==> src/rtl/calendar_date_arithmetic_macros.svh <==
// Assertion macros for the calendar date arithmetic block.
// Used by the top level; expects i_clk and i_rst_n in scope.
`ifndef CALENDAR_DATE_ARITHMETIC_MACROS_SVH
`define CALENDAR_DATE_ARITHMETIC_MACROS_SVH

// same-cycle implication
`define CDA_ASSERT_IMP(lbl, ante, cons, msg) \
    lbl: assert property (@(posedge i_clk) disable iff (!i_rst_n) (ante) |-> (cons)) \
        else $error(msg);

// next-cycle implication
`define CDA_ASSERT_NXT(lbl, ante, cons, msg) \
    lbl: assert property (@(posedge i_clk) disable iff (!i_rst_n) (ante) |=> (cons)) \
        else $error(msg);

`endif

==> src/rtl/cda_pkg.sv <==
// Shared types, codes and helper functions of the calendar date block.
// No dependencies; imported by every RTL module.
package cda_pkg;

    localparam int unsigned CDA_YEAR_MAX = 9999;

    localparam int OP_W      = 2;
    localparam int IN_YEAR_W = 14;
    localparam int MONTH_W   = 4;
    localparam int DAY_W     = 5;
    localparam int OFF_W     = 21;
    localparam int ORD_W     = 2;
    localparam int CNT_W     = 22;

    localparam int YEAR_W    = 18;
    localparam int SERIAL_W  = 27;
    localparam int YS_W      = 26;
    localparam int PC_W      = 6;

    localparam int S_TDATA_W = 72;
    localparam int M_TDATA_W = 48;

    localparam logic [OP_W-1:0] OP_ADD  = 2'd0;
    localparam logic [OP_W-1:0] OP_SUB  = 2'd1;
    localparam logic [OP_W-1:0] OP_CMP  = 2'd2;
    localparam logic [OP_W-1:0] OP_DIFF = 2'd3;

    localparam logic [ORD_W-1:0] ORD_EQUAL   = 2'd0;
    localparam logic [ORD_W-1:0] ORD_LATER   = 2'd1;
    localparam logic [ORD_W-1:0] ORD_EARLIER = 2'd2;

    localparam logic [MONTH_W-1:0] MONTHS = 4'd12;
    localparam logic [CNT_W-1:0]   CNT_MAX = '1;

    // x/25 = (x * RECIP25) >> RECIP25_SHIFT, exact for the year range used
    localparam int RECIP25_W     = 13;
    localparam logic [RECIP25_W-1:0] RECIP25 = 13'd5243;
    localparam int RECIP25_SHIFT = 17;

    // year estimate from day serial: s * 2^32 / 365.2425
    localparam int EST_IN_W      = 25;
    localparam int RECIP_Y_W     = 24;
    localparam logic [RECIP_Y_W-1:0] RECIP_YEAR = 24'd11759221;
    localparam int RECIP_Y_SHIFT = 32;

    localparam logic [3:0] A_NOP    = 4'd0;
    localparam logic [3:0] A_LDDAY  = 4'd1;
    localparam logic [3:0] A_ADDYS  = 4'd2;
    localparam logic [3:0] A_SUBYS  = 4'd3;
    localparam logic [3:0] A_ADDML  = 4'd4;
    localparam logic [3:0] A_SUBML  = 4'd5;
    localparam logic [3:0] A_ADDOFF = 4'd6;
    localparam logic [3:0] A_SUBT   = 4'd7;
    localparam logic [3:0] A_ABS    = 4'd8;

    localparam logic [2:0] Y_NOP    = 3'd0;
    localparam logic [2:0] Y_LDSEL  = 3'd1;
    localparam logic [2:0] Y_LDEST  = 3'd2;
    localparam logic [2:0] Y_INC    = 3'd3;
    localparam logic [2:0] Y_DEC    = 3'd4;

    localparam logic [1:0] K_NOP    = 2'd0;
    localparam logic [1:0] K_ONE    = 2'd1;
    localparam logic [1:0] K_INC    = 2'd2;

    localparam logic [1:0] E_NOP    = 2'd0;
    localparam logic [1:0] E_CHKY   = 2'd1;
    localparam logic [1:0] E_CHKT   = 2'd2;

    localparam logic [3:0] C_NEVER    = 4'd0;
    localparam logic [3:0] C_ALWAYS   = 4'd1;
    localparam logic [3:0] C_NO_REQ   = 4'd2;
    localparam logic [3:0] C_OUT_BUSY = 4'd3;
    localparam logic [3:0] C_IS_CMP   = 4'd4;
    localparam logic [3:0] C_IS_DIFF  = 4'd5;
    localparam logic [3:0] C_ERR      = 4'd6;
    localparam logic [3:0] C_MK_GE_M  = 4'd7;
    localparam logic [3:0] C_L1_EXIT  = 4'd8;
    localparam logic [3:0] C_YS_LE_S  = 4'd9;
    localparam logic [3:0] C_MDONE    = 4'd10;

    typedef struct packed {
        logic [3:0]      acc_op;
        logic [2:0]      year_op;
        logic [1:0]      mk_op;
        logic [1:0]      err_op;
        logic            sel;
        logic            save_tmp;
        logic            emit;
        logic [3:0]      cond;
        logic [PC_W-1:0] target;
    } t_uword;

    typedef struct packed {
        logic mk_ge_m;
        logic is_cmp;
        logic is_diff;
        logic err;
        logic l1_exit;
        logic ys_le_s;
        logic mdone;
    } t_flags;

    typedef struct packed {
        logic idle;
        logic emit;
    } t_seq_stat;

    typedef struct packed {
        logic [OP_W-1:0]      op;
        logic [IN_YEAR_W-1:0] y1;
        logic [MONTH_W-1:0]   m1;
        logic [DAY_W-1:0]     d1;
        logic [IN_YEAR_W-1:0] y2;
        logic [MONTH_W-1:0]   m2;
        logic [DAY_W-1:0]     d2;
        logic [OFF_W-1:0]     off;
    } t_req;

    typedef struct packed {
        logic                 err;
        logic [CNT_W-1:0]     count;
        logic [ORD_W-1:0]     order;
        logic [DAY_W-1:0]     day;
        logic [MONTH_W-1:0]   month;
        logic [IN_YEAR_W-1:0] year;
    } t_res;

    function automatic logic [MONTH_W-1:0] cda_fix_month(input logic [MONTH_W-1:0] m);
        if (m == '0) begin
            return MONTH_W'(1);
        end
        if (m > MONTHS) begin
            return MONTHS;
        end
        return m;
    endfunction

    function automatic logic [DAY_W-1:0] cda_month_len(input logic leap,
                                                       input logic [MONTH_W-1:0] m);
        case (m)
            4'd2: begin
                return leap ? 5'd29 : 5'd28;
            end
            4'd4, 4'd6, 4'd9, 4'd11: begin
                return 5'd30;
            end
            default: begin
                return 5'd31;
            end
        endcase
    endfunction

    // days from 0001-01-01 to Jan 1 of year y; elaboration only
    function automatic int cda_year_start(input int y);
        int p;
        p = y - 1;
        return 365 * p + p / 4 - p / 100 + p / 400;
    endfunction

endpackage

==> src/rtl/cda_ys_unit.sv <==
// Three-stage pipeline: day serial of Jan 1 and leap flag of a year.
// Depends on cda_pkg.
module cda_ys_unit
    import cda_pkg::*;
(
    input  logic              i_clk,
    input  logic [YEAR_W-1:0] i_year,
    output logic [YS_W-1:0]   o_ys,
    output logic              o_leap
);

    localparam int Q4_W  = YEAR_W - 2;
    localparam int MUL_W = Q4_W + RECIP25_W;

    logic [YEAR_W-1:0] p;
    logic [Q4_W-1:0]   q4;
    logic [Q4_W-1:0]   y4;

    logic [Q4_W-1:0]   r1_q4;
    logic [YS_W-1:0]   r1_m365;
    logic [MUL_W-1:0]  r1_mul;
    logic              r1_ylo;
    logic [Q4_W-1:0]   r1_y4;
    logic [MUL_W-1:0]  r1_ymul;

    logic [Q4_W-1:0]   q100;
    logic [Q4_W-1:0]   yq;
    logic [Q4_W-1:0]   r2_q100;
    logic [YS_W-1:0]   r2_a;
    logic              r2_leap;

    logic [YS_W-1:0]   r3_ys;
    logic              r3_leap;

    assign p    = i_year - YEAR_W'(1);
    assign q4   = p[YEAR_W-1:2];
    assign y4   = i_year[YEAR_W-1:2];
    assign q100 = r1_mul[MUL_W-1:RECIP25_SHIFT] == '0 ? '0 :
                  Q4_W'(r1_mul[MUL_W-1:RECIP25_SHIFT]);
    assign yq   = Q4_W'(r1_ymul[MUL_W-1:RECIP25_SHIFT]);

    always_ff @(posedge i_clk) begin
        r1_q4   <= q4;
        r1_m365 <= YS_W'(p) * YS_W'(365);
        r1_mul  <= MUL_W'(q4) * MUL_W'(RECIP25);
        r1_ylo  <= (i_year[1:0] == 2'b00);
        r1_y4   <= y4;
        r1_ymul <= MUL_W'(y4) * MUL_W'(RECIP25);

        r2_q100 <= q100;
        r2_a    <= r1_m365 + YS_W'(r1_q4);
        r2_leap <= r1_ylo && ((Q4_W'(yq * Q4_W'(25)) != r1_y4) || (yq[1:0] == 2'b00));

        r3_ys   <= r2_a - YS_W'(r2_q100) + YS_W'(r2_q100[Q4_W-1:2]);
        r3_leap <= r2_leap;
    end

    assign o_ys   = r3_ys;
    assign o_leap = r3_leap;

endmodule

==> src/rtl/cda_seq.sv <==
// Microcode sequencer: step counter, control-word ROM and conditional jumps.
// Depends on cda_pkg.
module cda_seq
    import cda_pkg::*;
(
    input  logic      i_clk,
    input  logic      i_rst_n,
    input  logic      i_req,
    input  logic      i_out_free,
    input  t_flags    i_flags,
    output t_uword    o_uw,
    output t_seq_stat o_stat
);

    localparam logic [PC_W-1:0] PC_IDLE  = 6'd0;
    localparam logic [PC_W-1:0] PC_ML1   = 6'd7;
    localparam logic [PC_W-1:0] PC_SHIFT = 6'd9;
    localparam logic [PC_W-1:0] PC_L1    = 6'd18;
    localparam logic [PC_W-1:0] PC_L2    = 6'd23;
    localparam logic [PC_W-1:0] PC_ML2   = 6'd33;
    localparam logic [PC_W-1:0] PC_DIFF  = 6'd35;
    localparam logic [PC_W-1:0] PC_ML3   = 6'd40;
    localparam logic [PC_W-1:0] PC_ABSD  = 6'd42;
    localparam logic [PC_W-1:0] PC_EMIT  = 6'd44;

    function automatic t_uword ucode(input logic [PC_W-1:0] pc);
        t_uword w;
        w = '0;
        case (pc)
            PC_IDLE: begin
                w.cond = C_NO_REQ; w.target = PC_IDLE;
            end
            6'd1: begin
                w.cond = C_IS_CMP; w.target = PC_EMIT;
            end
            // serial of the first date
            6'd2: begin
                w.year_op = Y_LDSEL; w.mk_op = K_ONE; w.acc_op = A_LDDAY;
                w.err_op = E_CHKY;
            end
            6'd3, 6'd4, 6'd5: begin
            end
            6'd6: begin
                w.acc_op = A_ADDYS;
            end
            PC_ML1: begin
                w.cond = C_MK_GE_M; w.target = PC_SHIFT;
            end
            6'd8: begin
                w.acc_op = A_ADDML; w.mk_op = K_INC;
                w.cond = C_ALWAYS; w.target = PC_ML1;
            end
            PC_SHIFT: begin
                w.cond = C_IS_DIFF; w.target = PC_DIFF;
            end
            6'd10: begin
                w.cond = C_ERR; w.target = PC_EMIT;
            end
            6'd11: begin
                w.acc_op = A_ADDOFF;
            end
            6'd12: begin
                w.err_op = E_CHKT;
            end
            6'd13: begin
                w.cond = C_ERR; w.target = PC_EMIT;
            end
            // year search from the estimate
            6'd14: begin
                w.year_op = Y_LDEST;
            end
            6'd15, 6'd16, 6'd17: begin
            end
            PC_L1: begin
                w.cond = C_L1_EXIT; w.target = PC_L2;
            end
            6'd19: begin
                w.year_op = Y_DEC;
            end
            6'd20, 6'd21: begin
            end
            6'd22: begin
                w.cond = C_ALWAYS; w.target = PC_L1;
            end
            PC_L2: begin
                w.year_op = Y_INC;
            end
            6'd24, 6'd25, 6'd26: begin
            end
            6'd27: begin
                w.cond = C_YS_LE_S; w.target = PC_L2;
            end
            6'd28: begin
                w.year_op = Y_DEC;
            end
            6'd29, 6'd30, 6'd31: begin
            end
            6'd32: begin
                w.acc_op = A_SUBYS; w.mk_op = K_ONE;
            end
            PC_ML2: begin
                w.cond = C_MDONE; w.target = PC_EMIT;
            end
            6'd34: begin
                w.acc_op = A_SUBML; w.mk_op = K_INC;
                w.cond = C_ALWAYS; w.target = PC_ML2;
            end
            // serial of the second date, then the distance
            PC_DIFF: begin
                w.save_tmp = 1'b1; w.sel = 1'b1; w.year_op = Y_LDSEL;
                w.mk_op = K_ONE; w.acc_op = A_LDDAY;
            end
            6'd36, 6'd37, 6'd38: begin
            end
            6'd39: begin
                w.acc_op = A_ADDYS;
            end
            PC_ML3: begin
                w.sel = 1'b1; w.cond = C_MK_GE_M; w.target = PC_ABSD;
            end
            6'd41: begin
                w.acc_op = A_ADDML; w.mk_op = K_INC;
                w.cond = C_ALWAYS; w.target = PC_ML3;
            end
            PC_ABSD: begin
                w.acc_op = A_SUBT;
            end
            6'd43: begin
                w.acc_op = A_ABS;
            end
            PC_EMIT: begin
                w.emit = 1'b1; w.cond = C_OUT_BUSY; w.target = PC_EMIT;
            end
            default: begin
                w.cond = C_ALWAYS; w.target = PC_IDLE;
            end
        endcase
        return w;
    endfunction

    logic [PC_W-1:0] r_pc;
    logic [PC_W-1:0] n_pc;
    t_uword          uw;
    logic            take;

    assign uw = ucode(r_pc);

    always_comb begin
        case (uw.cond)
            C_NEVER:    take = 1'b0;
            C_ALWAYS:   take = 1'b1;
            C_NO_REQ:   take = !i_req;
            C_OUT_BUSY: take = !i_out_free;
            C_IS_CMP:   take = i_flags.is_cmp;
            C_IS_DIFF:  take = i_flags.is_diff;
            C_ERR:      take = i_flags.err;
            C_MK_GE_M:  take = i_flags.mk_ge_m;
            C_L1_EXIT:  take = i_flags.l1_exit;
            C_YS_LE_S:  take = i_flags.ys_le_s;
            C_MDONE:    take = i_flags.mdone;
            default:    take = 1'b0;
        endcase
        n_pc = take ? uw.target : r_pc + PC_W'(1);
    end

    always_ff @(posedge i_clk) begin
        if (!i_rst_n) begin
            r_pc <= PC_IDLE;
        end else begin
            r_pc <= n_pc;
        end
    end

    assign o_uw        = uw;
    assign o_stat.idle = (r_pc == PC_IDLE);
    assign o_stat.emit = uw.emit;

endmodule

==> src/rtl/cda_dpath.sv <==
// Datapath: request latch, serial accumulator, year and month registers, result mux.
// Depends on cda_pkg and cda_ys_unit.
module cda_dpath
    import cda_pkg::*;
#(
    parameter int unsigned YEAR_MAX = CDA_YEAR_MAX
)
(
    input  logic   i_clk,
    input  logic   i_load,
    input  t_req   i_req,
    input  t_uword i_uw,
    output t_flags o_flags,
    output t_res   o_res
);

    localparam int PROD_W = EST_IN_W + RECIP_Y_W;
    localparam logic [YEAR_W-1:0] YMAX_V = YEAR_W'(YEAR_MAX);
    localparam logic signed [SERIAL_W-1:0] SMAX_V =
        SERIAL_W'(cda_year_start(int'(YEAR_MAX) + 1));
    localparam logic signed [SERIAL_W-1:0] CNT_MAX_V = SERIAL_W'(CNT_MAX);

    t_req                        r_req;
    logic [YEAR_W-1:0]           r_year, n_year;
    logic [MONTH_W-1:0]          r_mk, n_mk;
    logic signed [SERIAL_W-1:0]  r_acc, n_acc;
    logic signed [SERIAL_W-1:0]  r_tmp;
    logic                        r_err, n_err;
    logic [PROD_W-1:0]           r_prod;

    logic [YS_W-1:0]             ys;
    logic                        leap;
    logic [IN_YEAR_W-1:0]        sel_y;
    logic [MONTH_W-1:0]          sel_m;
    logic [DAY_W-1:0]            sel_d;
    logic [MONTH_W-1:0]          fix_m;
    logic [DAY_W-1:0]            mlen;
    logic signed [SERIAL_W-1:0]  ys_s, mlen_s, off_s, day_s;
    logic                        later;
    logic [ORD_W-1:0]            order;

    cda_ys_unit u_ys (
        .i_clk  (i_clk),
        .i_year (r_year),
        .o_ys   (ys),
        .o_leap (leap)
    );

    assign sel_y  = i_uw.sel ? r_req.y2 : r_req.y1;
    assign sel_m  = i_uw.sel ? r_req.m2 : r_req.m1;
    assign sel_d  = i_uw.sel ? r_req.d2 : r_req.d1;
    assign fix_m  = cda_fix_month(sel_m);
    assign mlen   = cda_month_len(leap, r_mk);
    assign ys_s   = {{(SERIAL_W-YS_W){1'b0}}, ys};
    assign mlen_s = {{(SERIAL_W-DAY_W){1'b0}}, mlen};
    assign off_s  = {{(SERIAL_W-OFF_W){r_req.off[OFF_W-1]}}, r_req.off};
    assign day_s  = {{(SERIAL_W-DAY_W){1'b0}}, sel_d};

    always_comb begin
        case (i_uw.acc_op)
            A_LDDAY:  n_acc = day_s - SERIAL_W'(1);
            A_ADDYS:  n_acc = r_acc + ys_s;
            A_SUBYS:  n_acc = r_acc - ys_s;
            A_ADDML:  n_acc = r_acc + mlen_s;
            A_SUBML:  n_acc = r_acc - mlen_s;
            A_ADDOFF: n_acc = (r_req.op == OP_SUB) ? r_acc - off_s : r_acc + off_s;
            A_SUBT:   n_acc = r_tmp - r_acc;
            A_ABS:    n_acc = (r_acc < 0) ? -r_acc : r_acc;
            default:  n_acc = r_acc;
        endcase

        case (i_uw.year_op)
            Y_LDSEL: n_year = (sel_y == '0) ? YEAR_W'(1) : YEAR_W'(sel_y);
            Y_LDEST: n_year = YEAR_W'(r_prod[PROD_W-1:RECIP_Y_SHIFT]) + YEAR_W'(1);
            Y_INC:   n_year = r_year + YEAR_W'(1);
            Y_DEC:   n_year = r_year - YEAR_W'(1);
            default: n_year = r_year;
        endcase

        case (i_uw.mk_op)
            K_ONE:   n_mk = MONTH_W'(1);
            K_INC:   n_mk = r_mk + MONTH_W'(1);
            default: n_mk = r_mk;
        endcase

        case (i_uw.err_op)
            E_CHKY:  n_err = (r_req.y1 == '0) || (YEAR_W'(r_req.y1) > YMAX_V);
            E_CHKT:  n_err = (r_acc < 0) || (r_acc >= SMAX_V);
            default: n_err = r_err;
        endcase
    end

    always_ff @(posedge i_clk) begin
        if (i_load) begin
            r_req <= i_req;
        end
        if (i_uw.save_tmp) begin
            r_tmp <= r_acc;
        end
        r_acc  <= n_acc;
        r_year <= n_year;
        r_mk   <= n_mk;
        r_err  <= n_err;
        r_prod <= PROD_W'(r_acc[EST_IN_W-1:0]) * PROD_W'(RECIP_YEAR);
    end

    assign o_flags.mk_ge_m = (r_mk >= fix_m);
    assign o_flags.is_cmp  = (r_req.op == OP_CMP);
    assign o_flags.is_diff = (r_req.op == OP_DIFF);
    assign o_flags.err     = r_err;
    assign o_flags.l1_exit = (ys_s <= r_acc) || (r_year < YEAR_W'(2));
    assign o_flags.ys_le_s = (ys_s <= r_acc);
    assign o_flags.mdone   = (r_mk == MONTHS) || (r_acc < mlen_s);

    assign later = (r_req.y1 > r_req.y2) ||
                   ((r_req.y1 == r_req.y2) && (r_req.m1 > r_req.m2)) ||
                   ((r_req.y1 == r_req.y2) && (r_req.m1 == r_req.m2) &&
                    (r_req.d1 > r_req.d2));

    always_comb begin
        if ((r_req.y1 == r_req.y2) && (r_req.m1 == r_req.m2) && (r_req.d1 == r_req.d2)) begin
            order = ORD_EQUAL;
        end else if (later) begin
            order = ORD_LATER;
        end else begin
            order = ORD_EARLIER;
        end
    end

    always_comb begin
        o_res = '0;
        case (r_req.op)
            OP_ADD, OP_SUB: begin
                o_res.err = r_err;
                if (r_err) begin
                    o_res.year  = r_req.y1;
                    o_res.month = r_req.m1;
                    o_res.day   = r_req.d1;
                end else begin
                    o_res.year  = r_year[IN_YEAR_W-1:0];
                    o_res.month = r_mk;
                    o_res.day   = r_acc[DAY_W-1:0] + DAY_W'(1);
                end
            end
            OP_CMP: begin
                o_res.order = order;
            end
            OP_DIFF: begin
                o_res.count = (r_acc > CNT_MAX_V) ? CNT_MAX : r_acc[CNT_W-1:0];
            end
            default: begin
                o_res = '0;
            end
        endcase
    end

endmodule

==> src/rtl/calendar_date_arithmetic.sv <==
// Gregorian date add/subtract/compare/difference, microcoded, one request at a time.
// Depends on cda_pkg, cda_seq, cda_dpath and the assertion macro header.
// Compare goes straight to the result; difference walks the months of both dates;
// add/subtract walks months and searches the year, ending early when out of range;
// year-search steps go through the 3-stage year-start pipeline.
// Reset clears the step counter and the output valid; no clearing pass.
`include "calendar_date_arithmetic_macros.svh"
module calendar_date_arithmetic
    import cda_pkg::*;
#(
    parameter int unsigned YEAR_MAX = CDA_YEAR_MAX
)
(
    input  logic                 i_clk,
    input  logic                 i_rst_n,
    input  logic                 i_s_axis_tvalid,
    output logic                 o_s_axis_tready,
    // first_year, first_month, first_day, second_year, second_month, second_day,
    // day_offset, zero pad
    input  logic [S_TDATA_W-1:0] i_s_axis_tdata,
    // operation
    input  logic [OP_W-1:0]      i_s_axis_tuser,
    output logic                 o_m_axis_tvalid,
    input  logic                 i_m_axis_tready,
    // result_year, result_month, result_day, order, day_count, range_error
    output logic [M_TDATA_W-1:0] o_m_axis_tdata
);

    t_req      req;
    t_uword    uw;
    t_flags    flags;
    t_seq_stat stat;
    t_res      res;
    logic      accept;
    logic      out_free;
    logic      emit_fire;

    logic                 r_m_tvalid;
    logic [M_TDATA_W-1:0] r_m_tdata;

    assign req.op  = i_s_axis_tuser;
    assign req.y1  = i_s_axis_tdata[13:0];
    assign req.m1  = i_s_axis_tdata[17:14];
    assign req.d1  = i_s_axis_tdata[22:18];
    assign req.y2  = i_s_axis_tdata[36:23];
    assign req.m2  = i_s_axis_tdata[40:37];
    assign req.d2  = i_s_axis_tdata[45:41];
    assign req.off = i_s_axis_tdata[66:46];

    assign o_s_axis_tready = stat.idle;
    assign accept          = i_s_axis_tvalid && stat.idle;
    assign out_free        = !r_m_tvalid || i_m_axis_tready;
    assign emit_fire       = stat.emit && out_free;

    cda_seq u_seq (
        .i_clk      (i_clk),
        .i_rst_n    (i_rst_n),
        .i_req      (accept),
        .i_out_free (out_free),
        .i_flags    (flags),
        .o_uw       (uw),
        .o_stat     (stat)
    );

    cda_dpath #(
        .YEAR_MAX (YEAR_MAX)
    ) u_dpath (
        .i_clk   (i_clk),
        .i_load  (accept),
        .i_req   (req),
        .i_uw    (uw),
        .o_flags (flags),
        .o_res   (res)
    );

    always_ff @(posedge i_clk) begin
        if (!i_rst_n) begin
            r_m_tvalid <= 1'b0;
        end else if (emit_fire) begin
            r_m_tvalid <= 1'b1;
        end else if (i_m_axis_tready) begin
            r_m_tvalid <= 1'b0;
        end
    end

    always_ff @(posedge i_clk) begin
        if (emit_fire) begin
            r_m_tdata <= {res.err, res.count, res.order, res.day, res.month, res.year};
        end
    end

    assign o_m_axis_tvalid = r_m_tvalid;
    assign o_m_axis_tdata  = r_m_tdata;

    `CDA_ASSERT_NXT(a_busy_after_req, i_s_axis_tvalid && o_s_axis_tready,
        !o_s_axis_tready, "ready held after request")
    `CDA_ASSERT_IMP(a_err_shift_only, o_m_axis_tvalid && o_m_axis_tdata[47],
        o_m_axis_tdata[46:23] == '0, "range flag with order or count")
    `CDA_ASSERT_IMP(a_count_no_date, o_m_axis_tvalid && (o_m_axis_tdata[46:25] != '0),
        (o_m_axis_tdata[24:0] == '0) && !o_m_axis_tdata[47], "count with date fields")

endmodule
==> config.mk <==
export PLATFORM = sky130hd
export DESIGN_NAME = calendar_date_arithmetic
export DESIGN_NICKNAME = d
export VERILOG_FILES = /design/src/rtl/cda_pkg.sv /design/src/rtl/cda_ys_unit.sv /design/src/rtl/cda_seq.sv /design/src/rtl/cda_dpath.sv /design/src/rtl/calendar_date_arithmetic.sv
export VERILOG_INCLUDE_DIRS = /design/src /design/src/rtl
export SDC_FILE = /design/constraint.sdc
export NUM_CORES = 2
export LEC_CHECK = 0
export ABC_CLOCK_PERIOD_IN_PS = 10100
export BUFFER_PORTS_ARGS = -buffer_cell sky130_fd_sc_hd__buf_2
export CORE_ASPECT_RATIO = 0.8
export CORE_MARGIN = 4
export CORE_UTILIZATION = 68
export DETAILED_ROUTE_END_ITERATION = 8
export PLACE_DENSITY = 0.86
export SYNTH_ARGS = -nofsm -noshare
export SYNTH_HDL_FRONTEND = slang
export SYNTH_SLANG_ARGS = --single-unit
==> constraint.sdc <==
create_clock -name i_clk -period 10.1 [get_ports i_clk]
set_input_delay 0 -clock i_clk [delete_from_list [all_inputs] [get_ports i_clk]]
set_output_delay 0 -clock i_clk [all_outputs]
set_load 0.005 [all_outputs]
==> results.toml <==
[final_layout]
drive_above_1_share_pct = 5.732
num-fill-cells = 4534
final_cells = 5922
area_growth_pct = 8.420
final_nets = 6309

[clock_network]
cts_tree = "done"
clkTransAtPathRegs_ns = 0.06
clock-sinks = 367
h-tree-depth = 2
clockRootBuffer = "clkbuf_16"
cts_buffers = 41
clockBufferDepth = 3
post_cts_buffers = 0
worstSkewPairLatency_ns = 0.61
ctsResizeCount = 0

[worst_setup_path]
worstSetupPathType = "reg -> reg"
r2r_start = "u_dpath.r_year[3]"
required_ns = 10.63
rr_worst_depth = 27
cp-end-kind = "register"
timing.rr.end = "u_dpath.u_ys.r1_mul[26]"
cp.arrival_ns = 8.83
worst_setup_path_start_kind = "register"
r2r_slack_ns = 1.80
crit_path_max_fanout = 13

[logic_synthesis]
synth_edf_count = 194
ys_ff_latch = 367
async_flop_share_pct = 0
syn_area_um2 = 46140
syn_inst = 4775
synth.avg_cell_area_um2 = 9.663
synth_nets = 6110
ys_warn_count = 0
synthDistinctLibCells = 100
seq_area_frac_synth_pct = 20.13
synth_ff_type = "edfxtp_1"

[sta]
rsz0062_at_grt = "no"
worst_slack_ns = 1.804
hold_viol_final = 0
fmax_mhz = 120.5
tightest_slew_ns = 1.327
finalSetupTns_ns = 0
finalSetupViolations = 0
fin_crit_ns = 8.296
relSlewSlack_pct = 11.04
final_max_slew_viol_count = 0
skew_ns = 0.04118
fin_crit_sh_pct = 82.14

[global_route]
grt_pass1_wl_um = 207300
use_met3_pct = 10.07
overflow = 0
gr-usage-met2_pct = 58.12
antenna_found_initial = 1
track_usage_pct = 36.81
first_global_vias = 37160
grt.met1_usage_pct = 48.54
grt.busiest_layer = "met2"
grt_max_degree = 71

[route]
routedWlPerCell_um = 22.28
ant_nets = 0
wirelength_um = 131900
via_per_inst = 6.199
drt_iter0_markers = 3841
drtPass1Iterations = 8
drc = 0
dr_total_vias = 36710

[floorplanning]
io_pins = 128
die_h_um = 241.0
num_rows = 85
dieArea_um2 = 72110
die_x_um = 299.2
start_util_pct = 68.64
core_um2 = 67210

[worst_hold_path]
hp-class = "in -> reg"
holdPathEnd = "u_dpath.r_req[43]"
min_from = "i_s_axis_tdata[36]"
holdPathStages = 2

[job]
drv_cap = 0

[placement]
hpwl_um = 104100
port_buffers = 122
placed_cells = 5773
pre_cts_slack_ns = 2.174
place_congestion = 1.005

[run_status]
outcome = "finished clean"
## stage by stage
stage / hold WS (ns) / util (%) / instance area, um^2
floorplan: 0.09887 / - / 46140
global placement: 0.1766 / 71.32 / 47940
detailed placement: 0.1781 / 71.32 / 47940
CTS: 0.08031 / 74.42 / 50020
global route: 0.1086 / 74.42 / 50020
finish: 0.1023 / 74.42 / 50020
## cell usage after synthesis (79+ instances only)
cell type | count | area (um^2)
a21oi_1 | 203 | 1016
dfxtp_1 | 173 | 3463
edfxtp_1 | 194 | 5826
fa_1 | 510 | 10210
ha_1 | 747 | 9346
inv_1 | 998 | 3746
nand2_1 | 197 | 739.5
nand3_1 | 94 | 470.5
nor2_1 | 214 | 803.3
nor3_1 | 79 | 395.4
o21ai_0 | 156 | 780.8
xnor2_1 | 178 | 1559
xor2_1 | 86 | 753.2
## what timing repair did
| action | in CTS | in global routing |
|---|---|---|
| hold endpoints to repair | 76 | 0 |
| setup endpoints to repair | 0 | 0 |
| hold buffers | 71 | 0 |
## cells in the final DEF, fill, tap and decap left out, types with 78 or more instances in the layout
cell type and count:
inv_1 999, ha_1 747, fa_1 510, nor2_1 214, a21oi_1 202, nand2_1 197
edfxtp_1 194, xnor2_1 178, dfxtp_1 173, o21ai_0 156, buf_2 122, nand3_1 94
xor2_1 86, nor3_1 78
## cells by family (layout without fill, tap and decap cells)
logic type	Yosys count	count (layout)	share of synthesized area, %
AO/OA/AOI/OAI	853	853	12.40
multiplexers	80	80	1.803
XOR/XNOR	264	264	5.011
flip-flops	367	367	20.13
AND/OR/NAND/NOR	870	870	9.372
other	0	2	0
buffers and inverters	1084	1316	8.900
adder cells (fa/ha/maj)	1257	1257	42.39
## layer usage
| layer | wire, um | up-vias |
|---|---|---|
| met5 | 0 | - |
| met4 | 6248 | 0 |
| met3 | 15340 | 441 |
| met2 | 58720 | 2125 |
| met1 | 51620 | 17630 |
| li1 | - | 16520 |
## how the worst max path moves through the flow
stage	from	to	slack [ns]	depth (start not counted)
floorplan	u_dpath.r_year[3]	u_dpath.u_ys.r1_mul[26]	3.17	26
global placement	u_dpath.r_year[3]	u_dpath.u_ys.r1_mul[26]	2.37	27
detailed placement	u_dpath.r_year[3]	u_dpath.u_ys.r1_mul[26]	2.17	27
CTS	u_dpath.r_year[3]	u_dpath.u_ys.r1_mul[26]	2.07	27
global route	u_dpath.r_year[3]	u_dpath.u_ys.r1_mul[26]	1.45	27
finish	u_dpath.r_year[3]	u_dpath.u_ys.r1_mul[26]	1.80	27
## flip-flops by register name (all words and copies together) (netlist names), 18 cells and up
signal,cells
o_m_axis_tdata,48
u_dpath.u_ys.o_ys,26
u_dpath.r_year,18
u_dpath.r_tmp,27
u_dpath.off_s,21
u_dpath.u_ys.r1_m365,26
u_dpath.u_ys.r2_a,26
u_dpath.r_acc,27
u_dpath.r_req,48
## final cells by class
class	count	area [um^2]	share of cell area, %
antenna	2	5.005	0.01000
clock inverter	22	202.7	0.4052
multi-input combinational	3324	32790	65.54
sequential	367	9289	18.57
clock buffer	54	1167	2.334
tap	913	1142	2.284
inverter	999	3750	7.496
timing repair buffer	241	1682	3.362
## worst max-delay path, cell delays in order, from the launching register on
cell	delay, ns
edfxtp_1	0.76
inv_1	0.29
ha_1	0.28
inv_1	0.05
o21a_1	0.17
nand3_1	0.13
nor2_1	0.27
nand3_1	0.14
xnor2_1	0.24
buf_4	0.24
inv_1	0.15
ha_1	0.44
fa_1	0.60
inv_1	0.11
fa_1	0.54
inv_1	0.05
fa_1	0.51
fa_1	0.52
ha_1	0.34
a21oi_1	0.18
nand2_1	0.09
a211oi_1	0.58
o311ai_0	0.45
nand2_1	0.23
a211oi_1	0.13
or3_1	0.40
a21oi_1	0.19
xnor2_1	0.13
Power is not shown: default switching activity piles up to over one toggle a cycle in this logic, so the estimate is an artifact.
